`src/rtl/flcd_pkg.sv`:
```
// Shared types and constants for the framed display-text parser.
`timescale 1ns / 1ps
`default_nettype none

package flcd_pkg;

	localparam int COL_WIDTH = 8;
	localparam int NUM_ROWS  = 4;
	localparam int ROW_WIDTH = 3;
	localparam int BYTE_WIDTH = 8;
	localparam int ACC_WIDTH = COL_WIDTH + 4;

	localparam logic [COL_WIDTH-1:0] COL_MAX = {COL_WIDTH{1'b1}};
	localparam logic [ROW_WIDTH-1:0] ROW_FIRST = ROW_WIDTH'(1);
	localparam logic [ROW_WIDTH-1:0] ROW_LAST  = ROW_WIDTH'(NUM_ROWS);

	localparam logic [BYTE_WIDTH-1:0] CH_START = 8'h2A;
	localparam logic [BYTE_WIDTH-1:0] CH_SEP   = 8'h2F;
	localparam logic [BYTE_WIDTH-1:0] CH_ZERO  = 8'h30;
	localparam logic [BYTE_WIDTH-1:0] CH_NINE  = 8'h39;

	typedef enum logic [1:0] {
		PH_WAIT   = 2'd0,
		PH_NUMBER = 2'd1,
		PH_TEXT   = 2'd2
	} phase_t;

	typedef struct packed {
		phase_t                 phase;
		logic [ROW_WIDTH-1:0]   record_row;
		logic [COL_WIDTH-1:0]   position;
	} flcd_state_t;

	typedef struct packed {
		logic                   emit;
		logic [BYTE_WIDTH-1:0]  text_byte;
		logic [ROW_WIDTH-1:0]   row;
		logic [BYTE_WIDTH-1:0]  column;
	} flcd_result_t;

endpackage

`default_nettype wire

```
`src/rtl/framed_lcd_text_parser_unit.sv`:
```
// Top level of the framed display-text parser.
//
// Usage: feed received bytes on rx_byte with in_valid; a byte is taken at a
// clock edge where in_valid is high and in_stall is low. The parser waits
// for a '*' start byte, then reads one record per display row: a decimal
// start column ended by '/', then text ended by '/'. Each text byte yields
// one item on text_byte/row/column with out_valid; the item is taken when
// out_valid is high and out_stall is low.
// Output: an item appears in the cycle after its byte is taken.
// Throughput: one byte per cycle while in_stall is low; the state update and the result both
// fit between the parser state registers and the output register.
// Stall: in_stall rises only while the output register holds an item and
// the receiver stalls; the held item and its fields stay unchanged.
// Reset: arst_n clears the parser to waiting for '*', row one, column zero,
// and empties the output register.
`timescale 1ns / 1ps
`default_nettype none

module framed_lcd_text_parser_unit
	import flcd_pkg::*;
(
	input  logic                   clk,
	input  logic                   arst_n,
	input  logic                   in_valid,
	output logic                   in_stall,
	input  logic [BYTE_WIDTH-1:0]  rx_byte,
	output logic                   out_valid,
	input  logic                   out_stall,
	output logic [BYTE_WIDTH-1:0]  text_byte,
	output logic [ROW_WIDTH-1:0]   row,
	output logic [BYTE_WIDTH-1:0]  column
);

	flcd_state_t            state_q;
	flcd_state_t            state_nxt;
	flcd_result_t           res;
	logic                   out_valid_q;
	logic [BYTE_WIDTH-1:0]  text_byte_q;
	logic [ROW_WIDTH-1:0]   row_q;
	logic [BYTE_WIDTH-1:0]  column_q;
	logic                   out_free;
	logic                   take;

	flcd_parse u_parse (
		.cur     (state_q),
		.rx_byte (rx_byte),
		.nxt     (state_nxt),
		.res     (res)
	);

	assign out_free = !out_valid_q || !out_stall;
	assign in_stall = !out_free;
	assign take     = in_valid && out_free;

	always_ff @(posedge clk or negedge arst_n) begin
		if (!arst_n) begin
			state_q.phase      <= PH_WAIT;
			state_q.record_row <= ROW_FIRST;
			state_q.position   <= '0;
		end else if (take) begin
			state_q <= state_nxt;
		end
	end

	always_ff @(posedge clk or negedge arst_n) begin
		if (!arst_n) begin
			out_valid_q <= 1'b0;
		end else if (out_free) begin
			out_valid_q <= take && res.emit;
		end
	end

	// hold the payload while the receiver stalls
	always_ff @(posedge clk) begin
		if (take && res.emit) begin
			text_byte_q <= res.text_byte;
			row_q       <= res.row;
			column_q    <= res.column;
		end
	end

	assign out_valid = out_valid_q;
	assign text_byte = text_byte_q;
	assign row       = row_q;
	assign column    = column_q;

endmodule

`default_nettype wire

```
`src/rtl/flcd_parse.sv`:
```
// Per-byte parser step: next state and the optional text result.
`timescale 1ns / 1ps
`default_nettype none

module flcd_parse
	import flcd_pkg::*;
(
	input  flcd_state_t            cur,
	input  logic [BYTE_WIDTH-1:0]  rx_byte,
	output flcd_state_t            nxt,
	output flcd_result_t           res
);

	logic                  is_sep;
	logic                  is_digit;
	logic [ACC_WIDTH-1:0]  acc;
	logic [COL_WIDTH-1:0]  acc_sat;
	logic [COL_WIDTH-1:0]  pos_inc;
	logic [ROW_WIDTH-1:0]  row_inc;
	logic                  row_done;

	assign is_sep   = (rx_byte == CH_SEP);
	assign is_digit = (rx_byte >= CH_ZERO) && (rx_byte <= CH_NINE);

	// position * 10 + digit as two shifts and adds
	assign acc = (ACC_WIDTH'(cur.position) << 3) + (ACC_WIDTH'(cur.position) << 1)
		+ ACC_WIDTH'(rx_byte - CH_ZERO);
	assign acc_sat = (acc > ACC_WIDTH'(COL_MAX)) ? COL_MAX : acc[COL_WIDTH-1:0];

	assign pos_inc  = (cur.position < COL_MAX) ? cur.position + 1'b1 : cur.position;
	assign row_inc  = cur.record_row + 1'b1;
	assign row_done = (row_inc > ROW_LAST) || (row_inc == '0);

	// next state
	always_comb begin
		nxt = cur;
		unique case (cur.phase)
			PH_NUMBER: begin
				if (is_sep) begin
					nxt.phase = PH_TEXT;
				end else if (is_digit) begin
					nxt.position = acc_sat;
				end
			end
			PH_TEXT: begin
				if (is_sep) begin
					nxt.position = '0;
					if (row_done) begin
						nxt.record_row = ROW_FIRST;
						nxt.phase      = PH_WAIT;
					end else begin
						nxt.record_row = row_inc;
						nxt.phase      = PH_NUMBER;
					end
				end else begin
					nxt.position = pos_inc;
				end
			end
			default: begin
				// waiting, and the unused code acts as waiting
				if (rx_byte == CH_START) begin
					nxt.phase      = PH_NUMBER;
					nxt.record_row = ROW_FIRST;
					nxt.position   = '0;
				end else begin
					nxt.phase = PH_WAIT;
				end
			end
		endcase
	end

	// result
	always_comb begin
		res.emit      = (cur.phase == PH_TEXT) && !is_sep;
		res.text_byte = rx_byte;
		res.row       = cur.record_row;
		res.column    = BYTE_WIDTH'(cur.position);
	end

endmodule

`default_nettype wire

```
`config.mk`:
```
export PLATFORM = sky130hd
export DESIGN_NAME = framed_lcd_text_parser_unit
export DESIGN_NICKNAME = d
export VERILOG_FILES = /design/src/rtl/flcd_pkg.sv /design/src/rtl/framed_lcd_text_parser_unit.sv /design/src/rtl/flcd_parse.sv
export SDC_FILE = /design/constraint.sdc
export NUM_CORES = 1
export LEC_CHECK = 0
export ABC_AREA = 1
export BUFFER_PORTS_ARGS = -buffer_cell sky130_fd_sc_hd__buf_4
export CAP_MARGIN = 20
export CORE_UTILIZATION = 40
export DETAILED_ROUTE_END_ITERATION = 10
export HOLD_SLACK_MARGIN = 0.12
export SYNTH_ARGS = -nofsm -noshare
export SYNTH_HDL_FRONTEND = slang
export SYNTH_SLANG_ARGS = --single-unit
```
`constraint.sdc`:
```
create_clock -name clk -period 5.4 [get_ports clk]
set_input_delay 1.08 -clock clk [delete_from_list [all_inputs] [get_ports clk]]
set_output_delay 1.08 -clock clk [all_outputs]
set_load 0.02 [all_outputs]
```
==> results.sh, run 1 <==
export IMPL_grt_usage=0.181
export IMPL_vias=1927
export IMPL_cts_tree="yes"
export IMPL_cp_required_ns=5.58
export IMPL_slew_headroom=0.692
export IMPL_total_power_mw=1.45
export IMPL_drc=0
export IMPL_critPathMaxFanout=8
export IMPL_startpoint_type="input port"
export IMPL_r2r_end="state_q[4]$_DFFE_PN0P_"
export IMPL_wirelength_um=5050
export IMPL_powerDensity_nw_per_um2=511
export IMPL_fin_crit_ns=3.48
export IMPL_ys_seq_area_frac=0.387
export IMPL_synth_nets=331
export IMPL_first_global_vias=1796
export IMPL_synth_area_leaders="edfxtp_1 24%, nand2_1 16%, dfrtp_1 14%, ha_1 11%, inv_1 6.8%"
export IMPL_rows=27
export IMPL_core_sq_um=5610
export IMPL_finalHoldViolations=0
export IMPL_synth_main_ff_cell="edfxtp_1"
export IMPL_min_delay_start="state_q[10]$_DFFE_PN0P_"
export IMPL_postRouteAntennaNets=0
export IMPL_yosys_cell_count_top_type="nand2_1"
export IMPL_first_iter_violations=126
export IMPL_dp_hpwl_um=3980
export IMPL_max_vdd_ir_drop_mv=0.199
export IMPL_synth_cell_types=31
export IMPL_synth_top_area_frac=0.240
export IMPL_synth_async_reset_ratio=0.424
export IMPL_setup_violations_final=0
export IMPL_cap_violations=0
export IMPL_synth_edf_count=19
export IMPL_postSynthCellCount=291
export IMPL_drive_above_1_share=0.163
export IMPL_r2r_cells=14
export IMPL_cts_hold_buf=0
export IMPL_cts_root_buf="clkbuf_8"
export IMPL_place_congestion=0.874
export IMPL_worstMarginPinSlew_ns=0.461
export IMPL_cts_resized=0
export IMPL_routed_via_density=4.78
export IMPL_cp_startpoint="rx_byte[4]"
export IMPL_cp_arrival_ns=3.66
export IMPL_syn_to_final_growth_pct=18.7
export IMPL_final_period_utilization=0.644
export IMPL_fp_dieH_um=79.2
export IMPL_r2r_start="state_q[2]$_DFFE_PN0P_"
export IMPL_final_nets=370
export IMPL_pre_cts_slack_ns=1.63
export IMPL_slew_violations=0
export IMPL_clock_path_buffers=2
export IMPL_fmax_mhz=287
export IMPL_whs_path_depth=0
export IMPL_finClkSkew_ns=0.00900
export IMPL_cts_sinks=33
export IMPL_grt_max_degree=16
export IMPL_postSynthAreaPerCell_sq_um=8.18
export IMPL_clk_latency_ns=0.28
export IMPL_port_buffers=32
export IMPL_cp_end_kind="flip-flop"
export IMPL_synth_top_area_cell="edfxtp_1"
export IMPL_initial_core_util=0.425
export IMPL_grt_first_pass_wirelength_um=8620
export IMPL_holdPathEnd="row[2]$_DFFE_PP_"
export IMPL_rsz0062_at_grt="false"
export IMPL_dieArea_sq_um=6260
export IMPL_netlist_area_sq_um=2380
export IMPL_cts_setup_buffers=0
export IMPL_gr_total_overflow=0
export IMPL_diodes=0
export IMPL_yosys_warnings=0
export IMPL_worstSetupPathType="in2reg"
export IMPL_tns_ns=0
export IMPL_pin_count=33
export IMPL_run_status="finished clean"
export IMPL_clk_pin_slew_ns=0.07
export IMPL_detail_route_wl_per_cell_um=12.5
export IMPL_layout_setup_ws_ns=1.92
export IMPL_antenna_found_initial=0
export IMPL_numCtsBuffers=5
export IMPL_dr_pass1_iters=4
export IMPL_holdCritPathClass="reg2reg"
export IMPL_synth_commonest_cells="104 x nand2_1, 43 x inv_1, 21 x ha_1, 21 x nor2_1, 19 x edfxtp_1"
export IMPL_die_w_um=79.2
export IMPL_leakage_nw=1.48
export IMPL_rrSetupSlack_ns=2.70
export IMPL_htree_num_levels=2
export IMPL_ys_seq_elements=33
==> cells in the final DEF (no fill, tap or decap) <==
| master | count |
|---|---|
| a21o_1 | 1 |
| a21oi_1 | 8 |
| buf_4 | 33 |
| clkbuf_1 | 1 |
| clkbuf_16 | 1 |
| clkbuf_8 | 6 |
| dfrtp_1 | 13 |
| dfstp_2 | 1 |
| edfxtp_1 | 19 |
| fa_1 | 7 |
| ha_1 | 21 |
| inv_1 | 43 |
| inv_2 | 2 |
| nand2_1 | 104 |
| nand3_1 | 13 |
| nand3_2 | 1 |
| nand3_4 | 1 |
| nand3b_1 | 1 |
| nand4_1 | 10 |
| nand4_2 | 1 |
| nor2_1 | 21 |
| nor2_2 | 3 |
| nor2_4 | 2 |
| nor2_8 | 1 |
| nor3_2 | 1 |
| nor3_4 | 1 |
| o2111ai_1 | 1 |
| o21ai_0 | 5 |
| o21ai_1 | 1 |
| o21bai_1 | 1 |
| o31ai_1 | 1 |
| or2_1 | 1 |
| xnor2_1 | 4 |
| xor2_1 | 1 |
==> layout make-up <==
cell class,instances,area (sq um)
Inverter,45,169
Timing Repair Buffer,33,248
Multi-Input combinational cell,212,1290
Sequential cell,33,922
Tap cell,72,90.1
Fill cell,541,2780
Clock buffer,8,111
==> worst max-delay path: stages <==
cell	delay (ns)
buf_4	0.13
ha_1	0.25
nor2_1	0.27
fa_1	0.47
ha_1	0.36
nand2_1	0.10
nor2_1	0.15
nand3_1	0.12
nand3_1	0.09
nand2_1	0.06
nand2_1	0.20
nand4_1	0.13
nand2_1	0.09
nand2_1	0.06
nand2_1	0.05
nand2_1	0.05
==> routing by layer <==
metal	track usage	up-vias	part of all wire
met4	0.0545	0	0.013
met3	0.0345	6	0.043
met5	0	-	0
li1	-	1010	-
met2	0.304	49	0.48
met1	0.236	862	0.47
==> cell families (layout without fill, tap and decap cells) <==
logic type / Yosys count / after routing / share of synthesized area
adder cells (fa/ha/maj): 28 / 28 / 0.169
XOR/XNOR: 5 / 5 / 0.0184
buffers and inverters: 46 / 86 / 0.0725
AND/OR/NAND/NOR: 161 / 161 / 0.310
flip-flops: 33 / 33 / 0.387
AO/OA/AOI/OAI: 18 / 18 / 0.0426
==> per-stage QoR <==
stage                     hold slack, ns  std cells  utilization  cell area, sq um
after floorplan                    0.447        291            -              2380
after global placement             0.462        395        0.484              2720
after detailed placement           0.474        395        0.484              2720
after CTS                          0.492        403        0.504              2830
after global routing               0.507        403        0.504              2830
final                              0.489        403        0.504              2830
==> registers in the layout, summed over array words and instances, names as in the netlist <==
name and flops:
out_valid 1, text_byte 8, column 8, state_q 13, row 3
==> worst max-delay path by stage <==
| stage | end | depth (start not counted) |
|---|---|---|
| final | state_q[4]$_DFFE_PN0P_ | 16 |
| after detailed placement | state_q[4]$_DFFE_PN0P_ | 17 |
| after global routing | state_q[4]$_DFFE_PN0P_ | 17 |
| after floorplan | state_q[7]$_DFFE_PN0P_ | 16 |
| after global placement | state_q[4]$_DFFE_PN0P_ | 17 |
| after CTS | state_q[4]$_DFFE_PN0P_ | 17 |
==> power breakdown <==
part	total [mW]	leakage (nW)	switching [mW]	internal, mW
combinational	0.798	1.05	0.493	0.305
sequential	0.424	0.364	0.0827	0.341
clock	0.223	0.0566	0.0915	0.132
total	1.45	1.48	0.667	0.779
Power figures use the tool's default switching activity.
==> inputs of run 2 (changes only) <==
- clock period: 5.4 -> 3.63 ns (I/O delays scaled with it)
==> results.sh, run 2 (synthesis gave the netlist of run 1 again) <==
export IMPL_final_period_utilization=0.863
export IMPL_pwr_share_clk=0.137
export IMPL_fin_crit_ns=3.13
export IMPL_finClkSkew_ns=0.0135
export IMPL_powerDensity_nw_per_um2=751
export IMPL_cts_sinks=33
export IMPL_grt_usage=0.180
export IMPL_syn_to_final_growth_pct=17.8
export IMPL_layout_setup_ws_ns=0.496
export IMPL_slew_headroom=0.700
export IMPL_pin_count=33
export IMPL_routed_via_density=4.78
export IMPL_largest_reg_flops=13
export IMPL_tns_ns=0
export IMPL_diodes=0
export IMPL_run_status="finished clean"
export IMPL_antenna_found_initial=0
export IMPL_num_fill_cells=555
export IMPL_dp_hpwl_um=3990
export IMPL_grt_first_pass_wirelength_um=8590
export IMPL_pwr_share_comb=0.565
export IMPL_postRouteAntennaNets=0
export IMPL_clk_latency_ns=0.28
export IMPL_clk_pin_slew_ns=0.07
export IMPL_fmax_mhz=319
export IMPL_first_iter_violations=107
export IMPL_cts_hold_buf=0
export IMPL_pre_cts_slack_ns=0.223
export IMPL_rows=27
export IMPL_detail_route_wl_per_cell_um=12.5
export IMPL_total_power_mw=2.11
export IMPL_cap_violations=0
export IMPL_drive_above_1_share=0.160
export IMPL_gr_total_overflow=0
export IMPL_path_buf_inv=1
export IMPL_first_global_vias=1817
export IMPL_path_delay_family="simple AND/OR/NAND/NOR gates"
export IMPL_largest_register="state_q"
export IMPL_cts_tree="yes"
export IMPL_cp_end_kind="flip-flop"
export IMPL_path_depth=16
export IMPL_slew_violations=0
export IMPL_place_congestion=0.874
export IMPL_worstMarginPinSlew_ns=0.448
export IMPL_leakage_nw=1.46
export IMPL_netSwitchingFraction=0.470
export IMPL_grt_max_degree=16
export IMPL_stdcell_count=403
export IMPL_rrSetupSlack_ns=0.97
export IMPL_p_sw_mw=0.991
export IMPL_setup_violations_final=0
export IMPL_critPathMaxFanout=8
export IMPL_dr_pass1_iters=4
export IMPL_path_cells="buf_4 -> ha_1 -> nor2_1 -> fa_1 -> ha_1 -> nand2_1 -> nor2_1 -> nand3_1 -> nand3_1 -> nand2_1 -> nand2_1 -> nand4_1 -> nand2_1 -> nand2_1 -> nand2_1 -> nand2_1"
export IMPL_vias=1925
export IMPL_die_w_um=79.2
export IMPL_crit_top_cell="nand2_1"
export IMPL_rsz0062_at_grt="false"
export IMPL_finalHoldViolations=0
export IMPL_core_sq_um=5610
export IMPL_max_stage_delay_ns=0.48
export IMPL_port_buffers=32
export IMPL_clock_path_buffers=2
export IMPL_r2r_cells=14
export IMPL_initial_core_util=0.425
export IMPL_final_cell_mix="104 x nand2_1, 43 x inv_1, 33 x buf_4"
export IMPL_r2r_start="state_q[2]$_DFFE_PN0P_"
export IMPL_share_seq_of_total_power=0.298
export IMPL_dieArea_sq_um=6260
export IMPL_cts_resized=0
export IMPL_startpoint_type="input port"
export IMPL_r2r_end="state_q[4]$_DFFE_PN0P_"
export IMPL_cp_required_ns=3.81
export IMPL_htree_num_levels=2
export IMPL_numCtsBuffers=5
export IMPL_cp_arrival_ns=3.32
export IMPL_fin_util=0.500
export IMPL_final_nets=370
export IMPL_cts_root_buf="clkbuf_8"
export IMPL_max_vdd_ir_drop_mv=0.271
export IMPL_internal_power_mw=1.12
export IMPL_worstSetupPathType="in2reg"
export IMPL_wirelength_um=5020
export IMPL_final_common_cell="nand2_1"
export IMPL_cts_setup_buffers=0
export IMPL_holdCritPathClass="in2async"
export IMPL_cp_slowest_cell="fa_1"
export IMPL_drc=0
export IMPL_fp_dieH_um=79.2
export IMPL_place_inst=395
==> run 2: power by group through the flow <==
stage	clock (mW)	sequential, mW	combinational [mW]
after CTS	0.295	0.633	1.19
after detailed placement	0	0.639	1.19
after global routing	0.302	0.646	1.38
after global placement	0	0.640	1.17
final	0.289	0.628	1.19
after floorplan	0	0.632	0.896
==> run 2: worst reg2reg max path, cell delays in order (launching register included) <==
cell and delay [ns]:
dfrtp_1 0.52, fa_1 0.53, fa_1 0.49, nand3_1 0.10, nand2_1 0.11, nand2_1 0.10, nand2_1 0.05, nand2_1 0.05
nand2_1 0.08, nor2_4 0.18, nand4_1 0.11, nand2_1 0.09, nand2_1 0.07, nand2_1 0.05, nand2_1 0.04
==> run 2: worst max-delay path by stage <==
stage / start / endpoint / slack, ns
floorplan: rx_byte[4] / state_q[7]$_DFFE_PN0P_ / 0.64
global placement: rx_byte[4] / state_q[4]$_DFFE_PN0P_ / 0.27
detailed placement: rx_byte[4] / state_q[4]$_DFFE_PN0P_ / 0.22
CTS: rx_byte[4] / state_q[4]$_DFFE_PN0P_ / 0.52
global route: rx_byte[4] / state_q[4]$_DFFE_PN0P_ / 0.25
finish: rx_byte[4] / state_q[4]$_DFFE_PN0P_ / 0.50
==> run 2: layout make-up <==
cell class              count  area [sq um]  area share
multi-input cells         212          1290       0.459
flip-flops and latches     33           922       0.329
repair buffers             33           248      0.0883
inverters                  45           169      0.0602
clock buffers               8          90.1      0.0321
well taps                  72          90.1      0.0321
==> run 2: per-layer routing <==
metal  vias up  track usage  share of wire
met5         -            0              0
met4         0       0.0582          0.017
met3         7       0.0299          0.040
met2        48        0.307           0.47
met1       861        0.231           0.47
li1       1009            -              -
==> run 2: through the flow <==
step | area (sq um) | hold slack, ns
floorplan | 2380 | 0.430
global placement | 2720 | 0.462
detailed placement | 2720 | 0.474
CTS | 2810 | 0.282
global route | 2810 | 0.291
finish | 2810 | 0.282
